==> src/sv/frq_pkg.sv <==
package frq_pkg;

  // Queue geometry
  localparam int QUEUE_DEPTH = 16;
  localparam int ID_WIDTH    = 8;
  localparam int CNT_W       = $clog2(QUEUE_DEPTH + 1);

  // Port field widths
  localparam int TID_W    = 8;
  localparam int OP_W     = 2;
  localparam int STATUS_W = 2;
  localparam int ECOUNT_W = 5;

  typedef enum logic [OP_W-1:0] {
    OP_ADD    = 2'd0,
    OP_SELECT = 2'd1,
    OP_REMOVE = 2'd2
  } op_t;

  typedef enum logic [STATUS_W-1:0] {
    ST_OK        = 2'd0,
    ST_EMPTY     = 2'd1,
    ST_FULL      = 2'd2,
    ST_NOT_FOUND = 2'd3
  } status_t;

  typedef struct packed {
    logic [OP_W-1:0]  opcode;
    logic [TID_W-1:0] thread_id;
  } in_word_t;

  typedef struct packed {
    logic [TID_W-1:0]    selected_thread;
    logic [STATUS_W-1:0] status;
    logic [ECOUNT_W-1:0] entry_count;
  } out_word_t;

  // Command broadcast to every cell of the chain
  typedef struct packed {
    logic                add;
    logic                pop;
    logic                rem;
    logic [ID_WIDTH-1:0] id;
  } frq_cmd_t;

endpackage

==> src/sv/fifo_run_queue_with_removal_unit.sv <==
// The result word of an accepted word is registered and is valid after the edge that accepts it.
// One word per cycle unless the output stalls; each word updates the cell chain in the cycle it is accepted.
// The next word sees the state left by the previous one, so ready drops only on output stall.
// Reset (rst_n low, synchronous): queue emptied, count zero, no result pending.
module fifo_run_queue_with_removal_unit (
  input  logic               clk,
  input  logic               rst_n,
  input  logic               in_valid,
  output logic               in_ready,
  input  frq_pkg::in_word_t  in_word,
  output logic               out_valid,
  input  logic               out_ready,
  output frq_pkg::out_word_t out_word
);
  import frq_pkg::*;

  logic                out_valid_r, out_valid_nxt;
  out_word_t           out_word_r, out_word_nxt;
  logic [CNT_W-1:0]    count_r, count_nxt;
  logic                accept;
  logic                full, empty;
  frq_cmd_t            cmd;
  status_t             status;
  logic [TID_W-1:0]    sel_id;

  logic [QUEUE_DEPTH-1:0]               cell_valid;
  logic [QUEUE_DEPTH-1:0][ID_WIDTH-1:0] cell_id;
  logic [QUEUE_DEPTH-1:0]               cell_found;

  assign in_ready = !out_valid_r || out_ready;
  assign accept   = in_valid && in_ready;
  assign full     = (count_r == CNT_W'(QUEUE_DEPTH));
  assign empty    = (count_r == '0);

  // decode the word into a chain command and a status
  always_comb begin
    cmd     = '0;
    cmd.id  = ID_WIDTH'(in_word.thread_id);
    status  = ST_OK;
    sel_id  = '0;
    case (in_word.opcode)
      OP_ADD: begin
        if (full) begin
          status = ST_FULL;
        end else begin
          cmd.add = accept;
        end
      end
      OP_SELECT: begin
        if (empty) begin
          status = ST_EMPTY;
        end else begin
          cmd.pop = accept;
          sel_id  = TID_W'(cell_id[0]);
        end
      end
      OP_REMOVE: begin
        cmd.rem = accept;
        if (!cell_found[QUEUE_DEPTH-1]) begin
          status = ST_NOT_FOUND;
        end
      end
      default: begin
      end
    endcase
  end

  // cell chain, head at index 0
  for (genvar i = 0; i < QUEUE_DEPTH; i++) begin : g_cell
    logic                pv, nv, fi;
    logic [ID_WIDTH-1:0] nid;
    if (i == 0) begin : g_head
      assign pv = 1'b1;
      assign fi = 1'b0;
    end else begin : g_mid
      assign pv = cell_valid[i-1];
      assign fi = cell_found[i-1];
    end
    if (i == QUEUE_DEPTH - 1) begin : g_tail
      assign nv  = 1'b0;
      assign nid = '0;
    end else begin : g_body
      assign nv  = cell_valid[i+1];
      assign nid = cell_id[i+1];
    end
    frq_cell u_cell (
      .clk        (clk),
      .rst_n      (rst_n),
      .cmd        (cmd),
      .prev_valid (pv),
      .next_valid (nv),
      .next_id    (nid),
      .found_in   (fi),
      .found_out  (cell_found[i]),
      .valid      (cell_valid[i]),
      .id         (cell_id[i])
    );
  end

  // entry count
  always_comb begin
    count_nxt = count_r;
    if (cmd.add) begin
      count_nxt = count_r + CNT_W'(1);
    end else if (cmd.pop || (cmd.rem && cell_found[QUEUE_DEPTH-1])) begin
      count_nxt = count_r - CNT_W'(1);
    end
  end

  // result register
  always_comb begin
    out_valid_nxt = out_valid_r;
    out_word_nxt  = out_word_r;
    if (accept) begin
      out_valid_nxt                = 1'b1;
      out_word_nxt.selected_thread = sel_id;
      out_word_nxt.status          = status;
      out_word_nxt.entry_count     = ECOUNT_W'(count_nxt);
    end else if (out_ready) begin
      out_valid_nxt = 1'b0;
    end
  end

  always_ff @(posedge clk) begin
    if (!rst_n) begin
      out_valid_r <= 1'b0;
      count_r     <= '0;
    end else begin
      out_valid_r <= out_valid_nxt;
      count_r     <= count_nxt;
    end
  end

  always_ff @(posedge clk) begin
    out_word_r <= out_word_nxt;
  end

  assign out_valid = out_valid_r;
  assign out_word  = out_word_r;

endmodule

==> src/sv/frq_cell.sv <==
module frq_cell (
  input  logic                          clk,
  input  logic                          rst_n,
  input  frq_pkg::frq_cmd_t             cmd,
  input  logic                          prev_valid,
  input  logic                          next_valid,
  input  logic [frq_pkg::ID_WIDTH-1:0]  next_id,
  input  logic                          found_in,
  output logic                          found_out,
  output logic                          valid,
  output logic [frq_pkg::ID_WIDTH-1:0]  id
);
  import frq_pkg::*;

  logic                valid_r, valid_nxt;
  logic [ID_WIDTH-1:0] id_r, id_nxt;
  logic                match;
  logic                take_next;

  // earliest-match chain: on a remove, a cell shifts once it or an earlier cell matched
  assign match     = valid_r && (id_r == cmd.id);
  assign found_out = found_in || match;
  assign take_next = cmd.pop || (cmd.rem && found_out);

  always_comb begin
    valid_nxt = valid_r;
    id_nxt    = id_r;
    if (take_next) begin
      valid_nxt = next_valid;
      id_nxt    = next_id;
    end else if (cmd.add && !valid_r && prev_valid) begin
      // first free slot takes the new word
      valid_nxt = 1'b1;
      id_nxt    = cmd.id;
    end
  end

  always_ff @(posedge clk) begin
    if (!rst_n) begin
      valid_r <= 1'b0;
    end else begin
      valid_r <= valid_nxt;
    end
  end

  always_ff @(posedge clk) begin
    id_r <= id_nxt;
  end

  assign valid = valid_r;
  assign id    = id_r;

endmodule

==> config.mk <==
export PLATFORM = sky130hd
export DESIGN_NAME = fifo_run_queue_with_removal_unit
export DESIGN_NICKNAME = d
export VERILOG_FILES = /design/src/sv/frq_pkg.sv /design/src/sv/fifo_run_queue_with_removal_unit.sv /design/src/sv/frq_cell.sv
export SDC_FILE = /design/constraint.sdc
export NUM_CORES = 1
export LEC_CHECK = 0
export BUFFER_PORTS_ARGS = -buffer_cell sky130_fd_sc_hd__buf_2
export CAP_MARGIN = 20
export CORE_MARGIN = 2
export CORE_UTILIZATION = 55
export DETAILED_ROUTE_END_ITERATION = 8
export PLACE_DENSITY = 0.78
export REMOVE_ABC_BUFFERS = 1
export SYNTH_ARGS = -nofsm -noshare
export SYNTH_HDL_FRONTEND = slang
export SYNTH_HIERARCHICAL = 1
export SYNTH_SLANG_ARGS = --single-unit
export TNS_END_PERCENT = 5
==> constraint.sdc <==
create_clock -name clk -period 5.1 [get_ports clk]
set_clock_uncertainty 0.2 [all_clocks]
set_input_delay 0.255 -clock clk [delete_from_list [all_inputs] [get_ports clk]]
set_output_delay 0.255 -clock clk [all_outputs]
set_load 0.05 [all_outputs]
# Word level (Yosys, flattened, before mapping)
# Index checks and enable logic that the tools add are counted.
dict set report word_totals {
  reg_bits 165
  latchBits 0
  ram_bits 0
  romBits 0
  inputBits 14
  wordCells 266
  n_memories 0
}
dict set report op_classes {
  add_sub_neg 2
  n_mul 0
  div_mod_pow 0
  n_lt_le_gt_ge 0
  eq_ne 19
  shift 0
  n_mux 73
  bitwise_logic 2
  reduce_logical 133
}
# op n
set op_table {}
lappend op_table {{two-way mux 8 bit} 30}
lappend op_table {{equality test 8 bit} 16}
lappend op_table {{logical AND 1 bit} 64}
lappend op_table {{two-way mux 1 bit} 38}
lappend op_table {{logical OR 1 bit} 32}
lappend op_table {{nonzero test 2 bit} 16}
lappend op_table {{zero test 1 bit} 17}
lappend op_table {{two-way mux 5 bit} 2}
lappend op_table {{case mux 2 bit (3 select lines)} 1}
lappend op_table {{adder 5 x 1 -> 5 bit (second input constant)} 1}
lappend op_table {{equality test 5 bit (second input constant)} 1}
lappend op_table {{zero test 5 bit} 1}
lappend op_table {{subtractor 5 x 1 -> 5 bit (second input constant)} 1}
lappend op_table {{two-way mux 2 bit} 2}
lappend op_table {{OR reduction 2 bit} 2}
lappend op_table {{equality test 2 x 1 -> 1 bit (second input constant)} 1}
lappend op_table {{equality test 2 bit (second input constant)} 1}
lappend op_table {{zero test 2 bit} 1}
lappend op_table {{NOT 1 bit} 2}

# Longest topological paths before layout
dict set report logic_depth {
  depth_word 21
  mapped_depth 23
  depth_no_buf 23
}

# Cells and area by module
# The synthesis kept the hierarchy.
# mod instances cells_each area_each_um2 seq_area_each_um2
set modules_own_cells {}
lappend modules_own_cells {frq_cell 16 41 533.0 260.2}
lappend modules_own_cells {fifo_run_queue_with_removal_unit 1 102 1114.8 570.5}

# Worst setup path after synthesis
# No wires, ideal clock.
dict set report synth_timing {
  kind {flip-flop to flip-flop}
  start {register out_valid_r, in the netlist out_valid}
  end {register g_cell[10].u_cell.id_r[0], enable pin}
  setup_ns 0.384
  arrival_time_ns 5.043
  setup_slack_ns -0.527
  path_stages_with_launch 9
  path_buffers 1
  cell_sequence {dfxtp_1 nand2b_1 buf_2 nand2_1 nor2_1 a21oi_1 inv_1 a31oi_4 o21ai_0}
}
# item line_no
set synth_rtl {}
lappend synth_rtl {{from (decl)} fifo_run_queue_with_removal_unit.sv:17} ;# logic out_valid_r, out_valid_nxt;
lappend synth_rtl {{from (signal assigned)} fifo_run_queue_with_removal_unit.sv:129} ;# out_valid_r <= out_valid_nxt;
lappend synth_rtl {{to (signal assigned)} frq_cell.sv:47} ;# id_r <= id_nxt;
lappend synth_rtl {{to (decl)} frq_cell.sv:16} ;# logic [ID_WIDTH-1:0] id_r, id_nxt;

# Worst setup path in the final report
dict set report layout_timing {
  start {register g_cell[0].u_cell.id_r[2]}
  end {register out_word_r, in the netlist out_word[3], data pin}
}
dict set report layout_between {
  elab_chain_cells 21
}
# item line_no
set layout_rtl {}
lappend layout_rtl {{from (decl)} frq_cell.sv:16}
lappend layout_rtl {{from (signal assigned)} frq_cell.sv:47}
lappend layout_rtl {{equality test 8 bit} frq_cell.sv:21} ;# assign match = valid_r && (id_r == cmd.id);
lappend layout_rtl {{logical AND 1 bit} frq_cell.sv:21}
lappend layout_rtl {{net cell_found[0]} fifo_run_queue_with_removal_unit.sv:28} ;# logic [QUEUE_DEPTH-1:0] cell_found;
lappend layout_rtl {{logical OR 1 bit} frq_cell.sv:22} ;# assign found_out = found_in || match;
lappend layout_rtl {{net cell_found[1]} fifo_run_queue_with_removal_unit.sv:28}
lappend layout_rtl {{logical OR 1 bit} frq_cell.sv:22}
lappend layout_rtl {{net cell_found[2]} fifo_run_queue_with_removal_unit.sv:28}
lappend layout_rtl {{logical OR 1 bit} frq_cell.sv:22}
lappend layout_rtl {{net cell_found[3]} fifo_run_queue_with_removal_unit.sv:28}
lappend layout_rtl {{(+1 left out)} n/a}
lappend layout_rtl {{net cell_found[4]} fifo_run_queue_with_removal_unit.sv:28}
lappend layout_rtl {{(+1 left out)} n/a}
lappend layout_rtl {{net cell_found[5]} fifo_run_queue_with_removal_unit.sv:28}
lappend layout_rtl {{(+1 left out)} n/a}
lappend layout_rtl {{net cell_found[6]} fifo_run_queue_with_removal_unit.sv:28}
lappend layout_rtl {{(+1 left out)} n/a}
lappend layout_rtl {{net cell_found[7]} fifo_run_queue_with_removal_unit.sv:28}
lappend layout_rtl {{(+1 left out)} n/a}
lappend layout_rtl {{net cell_found[8]} fifo_run_queue_with_removal_unit.sv:28}
lappend layout_rtl {{(+1 left out)} n/a}
lappend layout_rtl {{net cell_found[9]} fifo_run_queue_with_removal_unit.sv:28}
lappend layout_rtl {{(+1 left out)} n/a}
lappend layout_rtl {{net cell_found[10]} fifo_run_queue_with_removal_unit.sv:28}
lappend layout_rtl {{(+1 left out)} n/a}
lappend layout_rtl {{net cell_found[11]} fifo_run_queue_with_removal_unit.sv:28}
lappend layout_rtl {{(+1 left out)} n/a}
lappend layout_rtl {{net cell_found[12]} fifo_run_queue_with_removal_unit.sv:28}
lappend layout_rtl {{(+1 left out)} n/a}
lappend layout_rtl {{net cell_found[13]} fifo_run_queue_with_removal_unit.sv:28}
lappend layout_rtl {{(+1 left out)} n/a}
lappend layout_rtl {{net cell_found[14]} fifo_run_queue_with_removal_unit.sv:28}
lappend layout_rtl {{logical OR 1 bit} frq_cell.sv:22}
lappend layout_rtl {{net cell_found[15]} fifo_run_queue_with_removal_unit.sv:28}
lappend layout_rtl {{logical AND 1 bit} fifo_run_queue_with_removal_unit.sv:105} ;# end else if (cmd.pop || (cmd.rem && cell_found[QUEUE_DEPTH-1])) begin
lappend layout_rtl {{logical OR 1 bit} fifo_run_queue_with_removal_unit.sv:105}
lappend layout_rtl {{two-way mux 5 bit} fifo_run_queue_with_removal_unit.sv:105}
lappend layout_rtl {{two-way mux 5 bit} fifo_run_queue_with_removal_unit.sv:103} ;# if (cmd.add) begin
lappend layout_rtl {{net count_nxt[3]} fifo_run_queue_with_removal_unit.sv:19} ;# logic [CNT_W-1:0] count_r, count_nxt;
lappend layout_rtl {{to (signal assigned)} fifo_run_queue_with_removal_unit.sv:135} ;# out_word_r <= out_word_nxt;
lappend layout_rtl {{to (decl)} fifo_run_queue_with_removal_unit.sv:18} ;# out_word_t out_word_r, out_word_nxt;
# The timed path passes the listed nets, and every way through them passes these cells.
# A chain may end at the register's enable or synchronous reset.

==> impl_metrics.yaml <==
pwr:
  ir_worst_vdd_mv: 0.240
  switching_share_pct: 26.0
  p_seq_share_pct: 46.5
  combPwrFrac_pct: 16.8
  p_leak_nw: 4.19
  p_sw_uw: 912
  p_per_area_mw_per_mm2: 313
  power.internal_mw: 2.59
  clockPowerShare_pct: 36.7
setup_path:
  endpoint_kind: "register"
  worstPathArrival_ps: 5000
  critPathMaxFanout: 4
  crit_path_start_kind: "register"
  crit_required_ps: 5080
  worstPathCellList: "xnor2_2 -> and3_4 -> a21o_4 -> a21o_4 -> a21o_4 -> a21o_2 -> a21o_2 -> a21o_2 -> a21o_2 -> a21o_2 -> a21o_4 -> a21o_4 -> a21o_4 -> a21o_4 -> a21o_4 -> a21o_4 -> a21o_4 -> a21o_2 -> and3b_2 -> a21oi_4 -> o32ai_4 -> xor2_1"
  worstSetupPathType: "reg -> reg"
  slowest_stage: "edfxtp_1"
  critical_path.max_stage_delay_ps: 450
  path_common_cell: "a21o_4"
synth:
  synth_top_cell_area_share_pct: 44.5
  ys_seq_area_share_pct: 49.1
  synth_area_leaders: "edfxtp_1 (45%), mux2_2 (15%), xnor2_1 (5.9%)"
  syn_inst: 758
  ys_ff_latch: 165
  synth_ff_type: "edfxtp_1"
  synth.avg_cell_area_sq_um: 12.7
  synth_top_area_cell: "edfxtp_1"
  syn_area_sq_mm: 0.00964
  ys_async_sr_fraction_pct: 0
  ys_warn_count: 6
  synth_edf_count: 143
  yosys.cell_types.count: 46
  synthTopCellsByCount: "edfxtp_1 (143), mux2_2 (129), inv_1 (86)"
  yosysMostFrequentCell: "edfxtp_1"
final_layout:
  regArea_sq_mm: 0.00473
  final_cells: 1104
  diodes: 0
  fill_cells: 1234
  drive_above_1_share_pct: 34.6
  multi_input_area_sq_mm: 0.00473
  area_growth_pct: 16.3
  nets: 882
timing:
  post-route-period-util_pct: 98.5
  fmax_mhz: 199
  hold_violations: 0
  drv_slew: 0
  max_slew_margin_pct: 29.3
  finalCriticalPeriod_ps: 5020
  tns_ps: 0
  finalSetupViolations: 0
  tightest_slew_ps: 1050
routing:
  drc: 0
  wl_mm: 20.5
  routedWlPerCell_um: 18.6
  via_count: 6568
  antenna_left: 0
  initialDrtViolationCount: 519
  drt-pass1-iter-count: 6
  via_per_inst: 5.95
cts:
  htreeDepth: 4
  clock_sinks: 165
  cts_buffers: 17
  cts_root_buf: "clkbuf_16"
  cts_tree: "built"
  clock_path_buffers: 2
  path_clk_slew_ps: 60
  clk_latency_ps: 440
floorplanning:
  die_area_sq_mm: 0.0186
  die_width_um: 136
  initial_core_util_pct: 55.9
  core_area_sq_mm: 0.0172
  die_h_um: 136
  num_io_pins: 31
  rows: 48
global_route:
  track_usage_pct: 22.3
  grt_overflow: 0
  antenna_found_initial: 0
  grt_pass1_wl_mm: 32.3
  grt_pass1_vias: 6354
  grt_max_degree: 32
placed_design:
  dp_hpwl_mm: 14.3
  gp_congestion: 0.840
  place_inst: 1050
  portBuffers: 30
run_status:
  status: "completed"
flow_run:
  maxCapViolCount: 0
min_path:
  hp-class: "in -> reg"
## layout make-up
cell class,instances,area share (%)
Sequential cell,165,42.2
Multi-Input combinational cell,513,42.2
Timing Repair Buffer,83,4.93
Clock buffer,25,4.72
Inverter,86,2.88
Tap cell,225,2.51
Clock inverter,7,0.580
## cell usage in the layout (no fill, tap or decap), types with 4 or more instances in the layout
master     count
a21oi_1       18
xor2_1        18
a41oi_1       16
nand2b_1       4
edfxtp_1     143
mux2_2       129
and3_1        21
buf_2         36
dfxtp_1       22
o22ai_1       16
conb_1        13
clkbuf_16     20
clkbuf_1       4
a31oi_4       16
buf_4         38
a222oi_1      16
nand2_1       40
o211ai_1      16
xnor2_1       63
a21o_4        10
nand3b_1      17
o21ai_0       32
nor4_4        16
clkbuf_4       4
nand3_1        4
a21o_2         6
inv_1         85
## metrics by stage
step / cell area (sq um) / util (%) / power [mW] / hold WS (ps) / worst slack [ps]
floorplan: 9650 / - / 2.04 / 183 / -740
global placement: 10300 / 59.9 / 2.19 / 298 / 91.9
detailed placement: 10300 / 59.9 / 2.20 / 315 / 44.9
CTS: 11000 / 63.6 / 3.49 / 39.6 / 10.4
global route: 11200 / 65.1 / 3.62 / 71.1 / -52.6
finish: 11200 / 65.1 / 3.50 / 59.1 / 78.7
## worst paths after layout
kind                                         start                     to  slack [ps]  depth (start not counted)
setup reg to reg  g_cell[0].u_cell/id[2]$_DFFE_PP_  out_word[3]$_DFFE_PN_          80                         22
hold reg to reg              count_r[0]$_SDFF_PN0_  count_r[0]$_SDFF_PN0_         330                          2
hold / removal                          in_word[9]  count_r[4]$_SDFF_PN0_          60                          3
setup / recovery  g_cell[0].u_cell/id[2]$_DFFE_PP_  out_word[3]$_DFFE_PN_          80                         22
## sequential cells by signal, indices dropped and copies added, names as in the netlist
register             count
g_cell.u_cell/valid     16
g_cell.u_cell/id       128
out_word                15
count_r                  5
out_valid                1
## per-layer routing
| metal | routed length, um | part of all wire [%] | up-vias | GRT usage (%) |
|---|---|---|---|---|
| met5 | 0 | 0 | - | 0 |
| met4 | 257 | 1.3 | 0 | 7.29 |
| met3 | 984 | 4.8 | 21 | 4.18 |
| met2 | 10000 | 49 | 160 | 36.3 |
| met1 | 9260 | 45 | 3293 | 30.2 |
| li1 | - | - | 3094 | - |
## worst max-delay path, delay by kind of cell (launching register included)
kind | cells | cell delay (ps)
AND/OR/NAND/NOR | 2 | 420
AO/OA/AOI/OAI | 18 | 3330
flip-flops | 1 | 450
XOR/XNOR | 2 | 340
## cell families (layout without fill, tap and decap cells)
family          after synthesis  count (layout)  share of synthesized area (%)
xor+xnor                     83              83                           7.54
fa+ha+maj                     2               2                          0.259
mux                         132             132                           15.4
flops                       165             165                           49.1
other cells                   2              13                         0.0779
simple gates                121             121                           9.67
buf+inv                      91             201                           3.72
compound gates              162             162                           14.3
## power groups by stage
stage	Combinational [mW]	Sequential, mW	Clock, mW
finish	0.587	1.63	1.29
global route	0.634	1.64	1.35
detailed placement	0.545	1.66	0
CTS	0.553	1.63	1.31
floorplan	0.367	1.67	0
global placement	0.530	1.66	0
## what timing repair did
action | 4_1_cts | 5_1_grt
setup endpoints to repair | 2 | 41
pin swaps | 0 | 7
setup buffers | 1 | 7
hold buffers | 3 | 0
gates resized for setup | 2 | 23
hold endpoints to repair | 3 | 0
Note: power is estimated with default switching activity, not from simulation.
